[src/sv/tlps_pkg.sv]
//------------------------------------------------------------------------------
// tlps_pkg: shared types and constants
// Payload structs, sequencer states and sizing for the aging scheduler.
//------------------------------------------------------------------------------
package tlps_pkg;
  localparam int Slots = 8;
  localparam int IdW   = 3;
  localparam int CntW  = 4;

  localparam logic [1:0] StOk      = 2'd0;
  localparam logic [1:0] StBadPrio = 2'd1;
  localparam logic [1:0] StFull    = 2'd2;

  localparam logic CmdAdd   = 1'b0;
  localparam logic CmdSched = 1'b1;

  localparam logic [7:0] ThreshReset = 8'd10;
  localparam logic [7:0] WaitMax     = 8'd255;

  typedef struct packed {
    logic       cmd;
    logic [1:0] priority_req;
    logic       old_valid;
    logic [2:0] old_thread_id;
  } tlps_in_t;

  typedef struct packed {
    logic [1:0] status;
    logic       next_valid;
    logic [2:0] next_thread_id;
    logic       by_starvation;
  } tlps_out_t;

  typedef enum logic [3:0] {
    S_IDLE, S_SCAN, S_PICK, S_AGE, S_RMRD, S_RMWR, S_REQ, S_OUT
  } tlps_state_t;
endpackage

[src/sv/tlps_ram.sv]
//------------------------------------------------------------------------------
// tlps_ram: generic simple dual-port synchronous RAM
// One write and one registered read per cycle.
//------------------------------------------------------------------------------
module tlps_ram #(
  parameter int Depth = 8,
  parameter int Width = 8
) (
  input  logic                     clk,
  input  logic                     we,
  input  logic [$clog2(Depth)-1:0] waddr,
  input  logic [Width-1:0]         wdata,
  input  logic [$clog2(Depth)-1:0] raddr,
  output logic [Width-1:0]         rdata
);
  logic [Width-1:0] mem [Depth];
  always_ff @(posedge clk) begin
    if (we) mem[waddr] <= wdata;
    rdata <= mem[raddr];
  end
endmodule

[src/sv/two_level_priority_scheduler_aging.sv]
//------------------------------------------------------------------------------
// two_level_priority_scheduler_aging: two-queue thread scheduler with aging
// Channel | dir | handshake         | payload
// in      | in  | in_valid/in_stall | tlps_in_t
// out     | out | out_valid/out_stall| tlps_out_t
// cfg     | in  | APB write/read    | aging threshold @ 0x0
// Add: result valid the cycle after the request is taken.
// Schedule with N threads: N-slot starvation scan, pick, N-slot aging sweep,
// requeue. A starvation hit skips pick and sweep, removing the thread
// from its queue (shifting one entry per cycle); empty queues end at the pick.
// Reset clears counters and heads; memories need no clearing pass.
// One request in flight; in_stall high until the result is taken.
//------------------------------------------------------------------------------
module two_level_priority_scheduler_aging import tlps_pkg::*; (
  input  logic      clk,
  input  logic      rst_n,
  input  logic      in_valid,
  output logic      in_stall,
  input  tlps_in_t  in_data,
  output logic      out_valid,
  input  logic      out_stall,
  output tlps_out_t out_data,
  input  logic      cfg_psel,
  input  logic      cfg_penable,
  input  logic      cfg_pwrite,
  input  logic      cfg_paddr,
  input  logic [31:0] cfg_pwdata,
  output logic [31:0] cfg_prdata,
  output logic      cfg_pready
);
  logic [7:0] thresh_r;
  assign cfg_pready = 1'b1;
  assign cfg_prdata = cfg_paddr ? 32'd0 : {24'd0, thresh_r};
  always_ff @(posedge clk) begin
    if (!rst_n) thresh_r <= ThreshReset;
    else if (cfg_psel && cfg_penable && cfg_pwrite && !cfg_paddr)
      thresh_r <= cfg_pwdata[7:0];
  end

  // small per-slot priority bits and queue rams kept in flops (fixed reads)
  logic [Slots-1:0] prio_r;
  logic [IdW-1:0] hq_r [Slots];
  logic [IdW-1:0] lq_r [Slots];
  logic [IdW-1:0] hhead_r, lhead_r;
  logic [CntW-1:0] hcnt_r, lcnt_r, added_r;

  tlps_state_t st_r, st_nxt;
  tlps_in_t    req_r;
  tlps_out_t   res_r;
  logic        ov_r;
  logic [CntW-1:0] idx_r;     // scan index
  logic [IdW-1:0]  pick_r;
  logic            starv_r;
  logic            rmhi_r;
  logic [CntW-1:0] rmi_r;
  logic            rmfound_r;

  // wait counters live in a RAM
  logic        w_we;
  logic [IdW-1:0] w_wa, w_ra;
  logic [7:0]  w_wd, w_rd;
  tlps_ram #(.Depth(Slots), .Width(8)) u_wait (
    .clk(clk), .we(w_we), .waddr(w_wa), .wdata(w_wd), .raddr(w_ra), .rdata(w_rd));

  assign in_stall  = (st_r != S_IDLE) || ov_r;
  assign out_valid = ov_r;
  assign out_data  = res_r;

  logic [IdW-1:0] rd_slot_r;  // slot whose data is on w_rd
  logic           rd_v_r;
  logic [CntW-1:0] idx_p1;
  assign idx_p1 = idx_r + 1'b1;
  // both sweeps start at slot 0, issued from idle and from the pick cycle
  assign w_ra = (st_r == S_IDLE || st_r == S_PICK) ? '0 : idx_r[IdW-1:0];

  logic [IdW-1:0] rmq_a, rmq_b;
  always_comb begin
    rmq_a = rmhi_r ? hhead_r + rmi_r[IdW-1:0] : lhead_r + rmi_r[IdW-1:0];
    rmq_b = rmq_a + 1'b1;
  end
  logic [IdW-1:0] rm_ent;
  assign rm_ent = rmhi_r ? hq_r[rmq_a] : lq_r[rmq_a];
  logic [CntW-1:0] rm_cnt;
  assign rm_cnt = rmhi_r ? hcnt_r : lcnt_r;

  logic req_ok;
  assign req_ok = req_r.old_valid && ({1'b0, req_r.old_thread_id} < added_r);

  // next state and wait-counter write port
  always_comb begin
    st_nxt = st_r;
    w_we = 1'b0; w_wa = rd_slot_r; w_wd = 8'd0;
    case (st_r)
      S_IDLE: if (in_valid && !in_stall) begin
        if (in_data.cmd == CmdSched) begin
          st_nxt = (added_r != '0) ? S_SCAN : S_PICK;
        end else if (!in_data.priority_req[1] && added_r != CntW'(Slots)) begin
          w_we = 1'b1; w_wa = added_r[IdW-1:0]; w_wd = 8'd0;
        end
      end
      S_SCAN: begin
        if (rd_v_r && w_rd >= thresh_r) begin
          w_we = 1'b1; w_wd = 8'd0;
          st_nxt = S_RMRD;
        end else if (idx_r >= added_r) st_nxt = S_PICK;
      end
      S_PICK: st_nxt = (hcnt_r != '0 || lcnt_r != '0) ? S_AGE : S_IDLE;
      S_AGE: begin
        if (rd_v_r) begin
          w_we = 1'b1;
          w_wd = (rd_slot_r == pick_r) ? 8'd0 :
                 (w_rd == WaitMax) ? w_rd : w_rd + 8'd1;
        end
        if (idx_r >= added_r) st_nxt = S_REQ;
      end
      S_RMRD: begin
        if (rmi_r >= rm_cnt) st_nxt = S_REQ;
        else if (rmfound_r || rm_ent == pick_r) st_nxt = S_RMWR;
      end
      S_RMWR: if (!(rmi_r + 1'b1 < rm_cnt)) st_nxt = S_REQ;
      S_REQ: st_nxt = S_IDLE;
      default: st_nxt = S_IDLE;
    endcase
  end

  always_ff @(posedge clk) begin
    if (!rst_n) st_r <= S_IDLE;
    else st_r <= st_nxt;
  end

  always_ff @(posedge clk) begin
    if (!rst_n) begin
      ov_r <= 1'b0; hhead_r <= '0; lhead_r <= '0;
      hcnt_r <= '0; lcnt_r <= '0; added_r <= '0; rd_v_r <= 1'b0; idx_r <= '0;
    end else begin
      if (ov_r && !out_stall) ov_r <= 1'b0;
      case (st_r)
        S_IDLE: begin
          rd_v_r <= in_valid && !in_stall && in_data.cmd == CmdSched && added_r != '0;
          if (in_valid && !in_stall) begin
            req_r <= in_data;
            if (in_data.cmd == CmdAdd) begin
              if (in_data.priority_req[1]) begin
                res_r <= '{status: StBadPrio, next_valid: 1'b0, next_thread_id: '0,
                           by_starvation: 1'b0};
                ov_r <= 1'b1;
              end else if (added_r == CntW'(Slots)) begin
                res_r <= '{status: StFull, next_valid: 1'b0, next_thread_id: '0,
                           by_starvation: 1'b0};
                ov_r <= 1'b1;
              end else begin
                prio_r[added_r[IdW-1:0]] <= in_data.priority_req[0];
                if (in_data.priority_req[0]) begin
                  if (hcnt_r != CntW'(Slots)) begin
                    hq_r[hhead_r + hcnt_r[IdW-1:0]] <= added_r[IdW-1:0];
                    hcnt_r <= hcnt_r + 1'b1;
                  end
                end else if (lcnt_r != CntW'(Slots)) begin
                  lq_r[lhead_r + lcnt_r[IdW-1:0]] <= added_r[IdW-1:0];
                  lcnt_r <= lcnt_r + 1'b1;
                end
                added_r <= added_r + 1'b1;
                res_r <= '{status: StOk, next_valid: 1'b1,
                           next_thread_id: added_r[IdW-1:0], by_starvation: 1'b0};
                ov_r <= 1'b1;
              end
            end else begin
              res_r <= '0; starv_r <= 1'b0; rd_slot_r <= '0;
              idx_r <= (added_r != '0) ? CntW'(1) : '0;
            end
          end
        end
        S_SCAN: begin
          if (rd_v_r && w_rd >= thresh_r) begin
            starv_r <= 1'b1; pick_r <= rd_slot_r;
            rmhi_r <= prio_r[rd_slot_r]; rmi_r <= '0; rmfound_r <= 1'b0;
            rd_v_r <= 1'b0;
          end else if (idx_r < added_r) begin
            rd_v_r <= 1'b1; rd_slot_r <= idx_r[IdW-1:0]; idx_r <= idx_p1;
          end else rd_v_r <= 1'b0;
        end
        S_PICK: begin
          if (hcnt_r != '0) begin
            pick_r <= hq_r[hhead_r]; hhead_r <= hhead_r + 1'b1;
            hcnt_r <= hcnt_r - 1'b1;
            rd_v_r <= 1'b1; rd_slot_r <= '0; idx_r <= CntW'(1);
          end else if (lcnt_r != '0) begin
            pick_r <= lq_r[lhead_r]; lhead_r <= lhead_r + 1'b1;
            lcnt_r <= lcnt_r - 1'b1;
            rd_v_r <= 1'b1; rd_slot_r <= '0; idx_r <= CntW'(1);
          end else begin
            res_r <= '{status: StOk, next_valid: req_r.old_valid,
                       next_thread_id: req_r.old_valid ? req_r.old_thread_id : '0,
                       by_starvation: 1'b0};
            ov_r <= 1'b1; rd_v_r <= 1'b0;
          end
        end
        S_AGE: begin
          if (idx_r < added_r) begin
            rd_v_r <= 1'b1; rd_slot_r <= idx_r[IdW-1:0]; idx_r <= idx_p1;
          end else rd_v_r <= 1'b0;
        end
        S_RMRD: begin
          // find first occurrence, then shift later entries forward
          rd_v_r <= 1'b0;
          if (rmi_r < rm_cnt) begin
            if (rmfound_r || rm_ent == pick_r) rmfound_r <= 1'b1;
            else rmi_r <= rmi_r + 1'b1;
          end
        end
        S_RMWR: begin
          rd_v_r <= 1'b0;
          if (rmi_r + 1'b1 < rm_cnt) begin
            if (rmhi_r) hq_r[rmq_a] <= hq_r[rmq_b];
            else lq_r[rmq_a] <= lq_r[rmq_b];
            rmi_r <= rmi_r + 1'b1;
          end else begin
            if (rmhi_r) hcnt_r <= hcnt_r - 1'b1;
            else lcnt_r <= lcnt_r - 1'b1;
          end
        end
        S_REQ: begin
          rd_v_r <= 1'b0;
          if (req_ok) begin
            if (prio_r[req_r.old_thread_id]) begin
              if (hcnt_r != CntW'(Slots)) begin
                hq_r[hhead_r + hcnt_r[IdW-1:0]] <= req_r.old_thread_id;
                hcnt_r <= hcnt_r + 1'b1;
              end
            end else if (lcnt_r != CntW'(Slots)) begin
              lq_r[lhead_r + lcnt_r[IdW-1:0]] <= req_r.old_thread_id;
              lcnt_r <= lcnt_r + 1'b1;
            end
          end
          res_r <= '{status: StOk, next_valid: 1'b1, next_thread_id: pick_r,
                     by_starvation: starv_r};
          ov_r <= 1'b1;
        end
        default: rd_v_r <= 1'b0;
      endcase
    end
  end
endmodule

[config.mk]
export PLATFORM = sky130hd
export DESIGN_NAME = two_level_priority_scheduler_aging
export DESIGN_NICKNAME = d
export VERILOG_FILES = /design/src/sv/tlps_pkg.sv /design/src/sv/tlps_ram.sv /design/src/sv/two_level_priority_scheduler_aging.sv
export SDC_FILE = /design/constraint.sdc
export NUM_CORES = 1
export LEC_CHECK = 0
export BUFFER_PORTS_ARGS = -buffer_cell sky130_fd_sc_hd__buf_2
export CAP_MARGIN = 20
export CELL_PAD_IN_SITES_DETAIL_PLACEMENT = 1
export CELL_PAD_IN_SITES_GLOBAL_PLACEMENT = 2
export CORE_MARGIN = 5
export CORE_UTILIZATION = 44
export CTS_CLUSTER_SIZE = 10
export DETAILED_ROUTE_END_ITERATION = 10
export PLACE_DENSITY_LB_ADDON = 0.08
export SKIP_CTS_REPAIR_TIMING = 1
export SYNTH_ARGS = -nofsm -noshare
export SYNTH_HDL_FRONTEND = slang
export SYNTH_SLANG_ARGS = --single-unit
[constraint.sdc]
create_clock -name clk -period 6.3 [get_ports clk]
set_input_delay 0.63 -clock clk [delete_from_list [all_inputs] [get_ports clk]]
set_output_delay 0.63 -clock clk [all_outputs]
set_load 0.01 [all_outputs]
* After elaboration in Yosys (flattened, before gate mapping)
Memory sizes are Yosys's and may differ from the RTL's. A register that Yosys moved wholly into a read port is not among the register bits. Index checks and enable logic that the tools add are counted.
Storage, ports and cells: flip-flop bits (word level) 68, word-level logic and storage cells 312, bits in writable memories 112, memories kept 3
Memories:
- u_wait.mem | depth 8, width 8, rd ports 1, clocked after memory_dff 1, write ports 1, line tlps_ram.sv:16 | logic [Width-1:0] mem [Depth];
- hq_r | depth 8, width 3, rd ports 3, clocked after memory_dff 1, write ports 1, line two_level_priority_scheduler_aging.sv:42 | logic [IdW-1:0] hq_r [Slots];
- lq_r | depth 8, width 3, rd ports 3, clocked after memory_dff 1, write ports 1, line two_level_priority_scheduler_aging.sv:43 | logic [IdW-1:0] lq_r [Slots];
Operators by class: equal/unequal tests 40, $add $sub $neg 15, bitwise logic cells 6, order comparisons 11, mux-type cells 165, reductions and logical operators 49
Operators by type and width (count):
- 4-bit 2-to-1 mux | 42
- 3-bit 2-to-1 mux | 27
- 1-bit 2-to-1 mux | 66
- 4-bit case mux with 4 select lines | 3
- 7-bit 2-to-1 mux | 6
- 2-bit inequality test (second input constant) | 21
- 8-bit 2-to-1 mux | 5
- 5-bit AND reduction | 5
- 4-bit case mux with 6 select lines | 1
- 6-bit AND reduction | 4
- 4-bit nonzero test | 6
- 7-bit case mux with 3 select lines | 1
- 4-bit by 1-bit adder with 4-bit output (second input constant) | 5
- 3-bit adder | 4
- 4-bit by 3-bit equality test with 1-bit output (second input constant) | 3
- 3-bit by 4-bit less-than comparator with 1-bit output (second input constant) | 3
- 4-bit less-than comparator | 3
- 4-bit inequality test (second input constant) | 3
- 3-bit case mux with 4 select lines | 1
- 4-bit case mux with 3 select lines | 1
- 12-bit AND reduction | 1
- 1-bit logical AND | 11
- 11-bit AND reduction | 1
- 3-bit by 1-bit adder with 3-bit output (second input constant) | 3
- other kinds (33) | 60

* Longest topological paths before layout
depth in word-level cells 12, depth in mapped cells 14, gate-level depth less buffers 12

* By module
A second synthesis with hierarchy kept.
Unflattened totals: cell total of the unflattened synthesis 850, area, all modules 10601.4 um2
By module, submodules not included:
- two_level_priority_scheduler_aging | cells an instance 736, times used 1, area an instance 7910.1 um2
- tlps_ram | cells an instance 114, times used 1, area an instance 2691.3 um2

* Worst setup path after synthesis
OpenSTA, ideal clock, no wires.
kind reg-to-reg, from register rmhi_r, to memory lq_r[0][1] (data pin), setup time 0.297 ns, clock period less this slack 3.690 ns, arrival 3.392 ns, path buffers 4, stages on the path, launching flop included 15, path slack 2.610 ns, cells stage by stage edfxtp_1 buf_4 mux2_2 ha_1 inv_1 fa_1 buf_6 clkbuf_1 inv_1 ha_1 xnor2_2 buf_4 mux4_2 mux2i_1 a21oi_1
On the way: word-level cells in the longest chain between the ends 8
Ends and longest elaborated chain:
- from (decl) | line two_level_priority_scheduler_aging.sv:54 | logic rmhi_r;
- from (signal assigned) | line two_level_priority_scheduler_aging.sv:176 | rmhi_r <= prio_r[rd_slot_r]; rmi_r <= '0; rmfound_r <= 1'b0;
- 4-bit 2-to-1 mux | line two_level_priority_scheduler_aging.sv:84 | assign rm_cnt = rmhi_r ? hcnt_r : lcnt_r;
- 4-bit less-than comparator | line two_level_priority_scheduler_aging.sv:213 | if (rmi_r + 1'b1 < rm_cnt) begin
- 1-bit 2-to-1 mux | line two_level_priority_scheduler_aging.sv:213
- 1-bit 2-to-1 mux | line two_level_priority_scheduler_aging.sv:137 | case (st_r)
- 1-bit 2-to-1 mux | line two_level_priority_scheduler_aging.sv:132 | if (!rst_n) begin
- 1-bit 2-to-1 mux (implied by the code) | line two_level_priority_scheduler_aging.sv:215 | else lq_r[rmq_a] <= lq_r[rmq_b];
- 3-bit OR reduction (no source line)
- 3-bit 2-to-1 mux (no source line) (*)
- to (decl) | line two_level_priority_scheduler_aging.sv:43
Every way passes the cells marked *; elsewhere a longest branch is shown, timed or not.

* Worst setup path after layout
from register rmhi_r, to memory lq_r[1][0] (data pin)
Same word-level chain as after synthesis.

==> results by group <==
Floorplan
  – Width of the chip: about 170 um
  – Effective utilization at floorplan: ~45%
  – Die Outline Area: 27300 um^2
  – Ports: 89
  – Row cnt: 56
  – Placeable core region: approximately 24000 um^2
  – Die span in y: 165 um

Global route
  – Largest net degree at the start of global routing: 35
  – Initial antenna violation count: 0
  – Global-route usage over all layers: 21.2%
  – Global route overflow: 0
  – First-pass GRT wire length: 43.4 mm
  – Vias in the first global route: ~7500

Clock network
  – TritonCTS clock tree: yes
  – Number of buffers inserted during clock tree synthesis: 17
  – Insertion delay to the later sink of the worst-skew pair: about 0.45 ns
  – Root buffer cell: clkbuf_16
  – Total number of clock tree sinks: about 190
  – Maximum count of clock buffers along a single path: 2
  – Clock transition at the registers of the reported paths: 0.08 ns
  – H-tree lvl count: 4

Layout
  – Antenna diodes: 0
  – Final Instance Count excl. Fillers: between 1000 and 1500
  – Most frequent cells in the layout: edfxtp_1 (144), nor2_1 (105), nand2_1 (72)
  – Total Nets Final: around 1000
  – Commonest non-fill, non-tap cell in the layout: edfxtp_1
  – Fraction of layout instances using a drive strength above 1: 17.0%
  – Area growth syn-to-layout: 9.35%
  – Final cell area excluding filler cells: 11600 um^2

Timing
  – Hold Vio Cnt, Final: 0
  – Worst rel slew slack: 23.2%
  – Aggregate negative setup slack: 0 ns
  – Maximum clock frequency: about 220 MHz
  – Final period util: roughly three quarters
  – Min Hold Slack: 0.366 ns
  – Post-layout minimum cycle time: 4.65 ns
  – Final Max Tran Viols: 0
  – Actual transition at the worst max-transition pin: 1.15 ns
  – Setup repair after global routing missed its margin: false
  – Number of setup violations in the final report: 0
  – Clk_skew: 0.0146 ns

Yosys
  – Avg Inst Size Synth: 11.7 um^2
  – Warnings, synthesis: 0
  – Yosys top cell area share: 40.9%
  – Mapped Cells: 901
  – Number of enable flip-flop cells after synthesis: 144
  – Cell taking the most area after synthesis: edfxtp_1
  – Total of flip-flops plus latches after synthesis: around 190
  – Async S/R FF share, synth: 0%
  – Count of distinct cell types in the synthesized netlist: between 70 and 80
  – Summed instance area of the synthesized netlist: around 11000 um^2
  – Sequential-to-total area share from yosys stat: 50.1%
  – Top flip-flop cell by instance count after synthesis: edfxtp_1
  – Leading post-synthesis cells by cell area: edfxtp_1 (41%), mux4_2 (9.4%), dfxtp_1 (9.3%)

Power and ir drop
  – IR drop worst, VDD: 0.000178 V
  – Pwr per Cell Area: ~360 nW/um^2
  – Standby leakage power: roughly 0.0044 uW
  – Post-layout total power: 4160 uW

Critical path
  – CP endpoint: lq_r[1][0]
  – Sort of element at the end of the critical path: register
  – Crit path from: rmhi_r
  – Startpoint of the lowest-slack register-to-register path: rmhi_r
  – Data arrival time of the critical path: between 4 and 5 ns
  – Largest driver fanout on the critical path: 17
  – Dominant delay contributor by cell family on the critical path: multiplexers
  – Ordered list of cells on the worst path: mux2_2 -> ha_1 -> buf_4 -> ha_1 -> xnor2_2 -> mux4_2 -> mux2_2 -> nand2_1 -> o21ai_1
  – Critical register-to-register path endpoint: lq_r[1][0]
  – Worst path slowest cell: edfxtp_1
  – Reg2reg path depth: 9
  – Nature of the critical path startpoint: register
  – Combined buffer and inverter count along the critical path: 1
  – Number of cells on the critical path: 9
  – Highest cell delay on the worst timing path: just under 0.8 ns
  – Reg2reg setup slack: about 1.7 ns
  – Type of the setup path with the least slack: register to register
  – Worst EP required: 6.43 ns

Min path
  – Worst min path class: input port to register

Flow run
  – Total of max-cap violations: 0

Placement
  – Weighted congestion reported at the end of routability-driven placement: approximately 0.81
  – Placed cell area: 10900 um^2
  – Cell count after placement: 1218
  – Input/output buffers: 39
  – DPL Wire Length: 20.4 mm

Drt
  – Total number of vias: 7128
  – Count of unresolved DRC violations after routing: 0
  – Number of nets with antenna violations after detailed routing: 0
  – Number of design-rule violations left by the first detailed-router iteration: 399
  – Routed wire length: 27.7 mm
  – Post-detailed-route wirelength per cell: 22.2 um
  – Vias per Instance: around 5.7
  – Detailed Routing Iterations Pass 1: 4

Run status
  – Status: complete, no violations
-- worst min path at each step --
stage                     start          end  slack (ns)  cells after the start
CTS                  in_data[2]     req_r[2]        0.35                      1
finish               in_data[2]     req_r[2]        0.37                      1
floorplan           thresh_r[2]  thresh_r[2]        0.44                      2
detailed placement  thresh_r[2]  thresh_r[2]        0.45                      2
global route         in_data[2]     req_r[2]        0.35                      1
global placement    thresh_r[2]  thresh_r[2]        0.45                      2
-- per-layer routing --
layer	routed length [um]	GRT usage, %	vias up	part of all wire (%)
met1	11700	26.0	3633	42
met5	0	0	-	0
met2	14600	38.5	131	53
met4	508	6.35	0	1.8
li1	-	-	3331	-
met3	864	3.20	33	3.1
-- flip-flops by register name, summed over array words and instances (netlist names), 4 cells and up, named ones only --
signal / cells
added_r: 4
hcnt_r: 4
hq_r: 24
idx_r: 4
lcnt_r: 4
lq_r: 24
out_data: 7
prio_r: 8
req_r: 4
rmi_r: 4
thresh_r: 8
u_wait.mem: 64
u_wait.rdata: 8
-- stage by stage --
step | util [%] | worst slack (ns)
floorplan | - | 2.61
global placement | 46.2 | 1.75
detailed placement | 46.2 | 1.61
CTS | 49.0 | 1.57
global route | 49.0 | 1.30
finish | 49.0 | 1.65
-- cells in the mapped netlist (12+ instances only) --
cell type / instances
a21oi_1: 59
edfxtp_1: 144
nor2_1: 105
xnor2_1: 17
and3_1: 12
dfxtp_1: 49
ha_1: 37
clkbuf_1: 31
nor3_1: 25
nand2_1: 72
mux2_2: 16
nand3_1: 18
mux2i_1: 32
o21ai_0: 29
buf_4: 30
inv_1: 21
mux4_2: 44
-- where the power goes --
group,internal (uW),leakage (uW),switching [uW]
Sequential,1480,0.00185,150
Combinational,553,0.00226,793
Clock,622,0.000319,565
-- logic make-up (layout without fill, tap and decap cells) --
family          after synthesis  after routing  share of synthesized area [%]
buf+inv                      94            101                           4.65
compound gates              147            147                           8.61
simple gates                297            297                           13.4
other cells                   2             25                         0.0710
flops                       193            193                           50.1
mux                          96             96                           15.1
fa+ha+maj                    42             42                           5.32
xor+xnor                     30             30                           2.80
-- layout make-up --
type,count,area [um^2]
clock buffer,17,425
clock inverter,15,236
fill,2487,12000
inverter,23,86.3
multi-input combinational,637,4870
sequential,193,5310
tap,319,399
timing repair buffer,46,248
(Power assumes the default switching activity.)
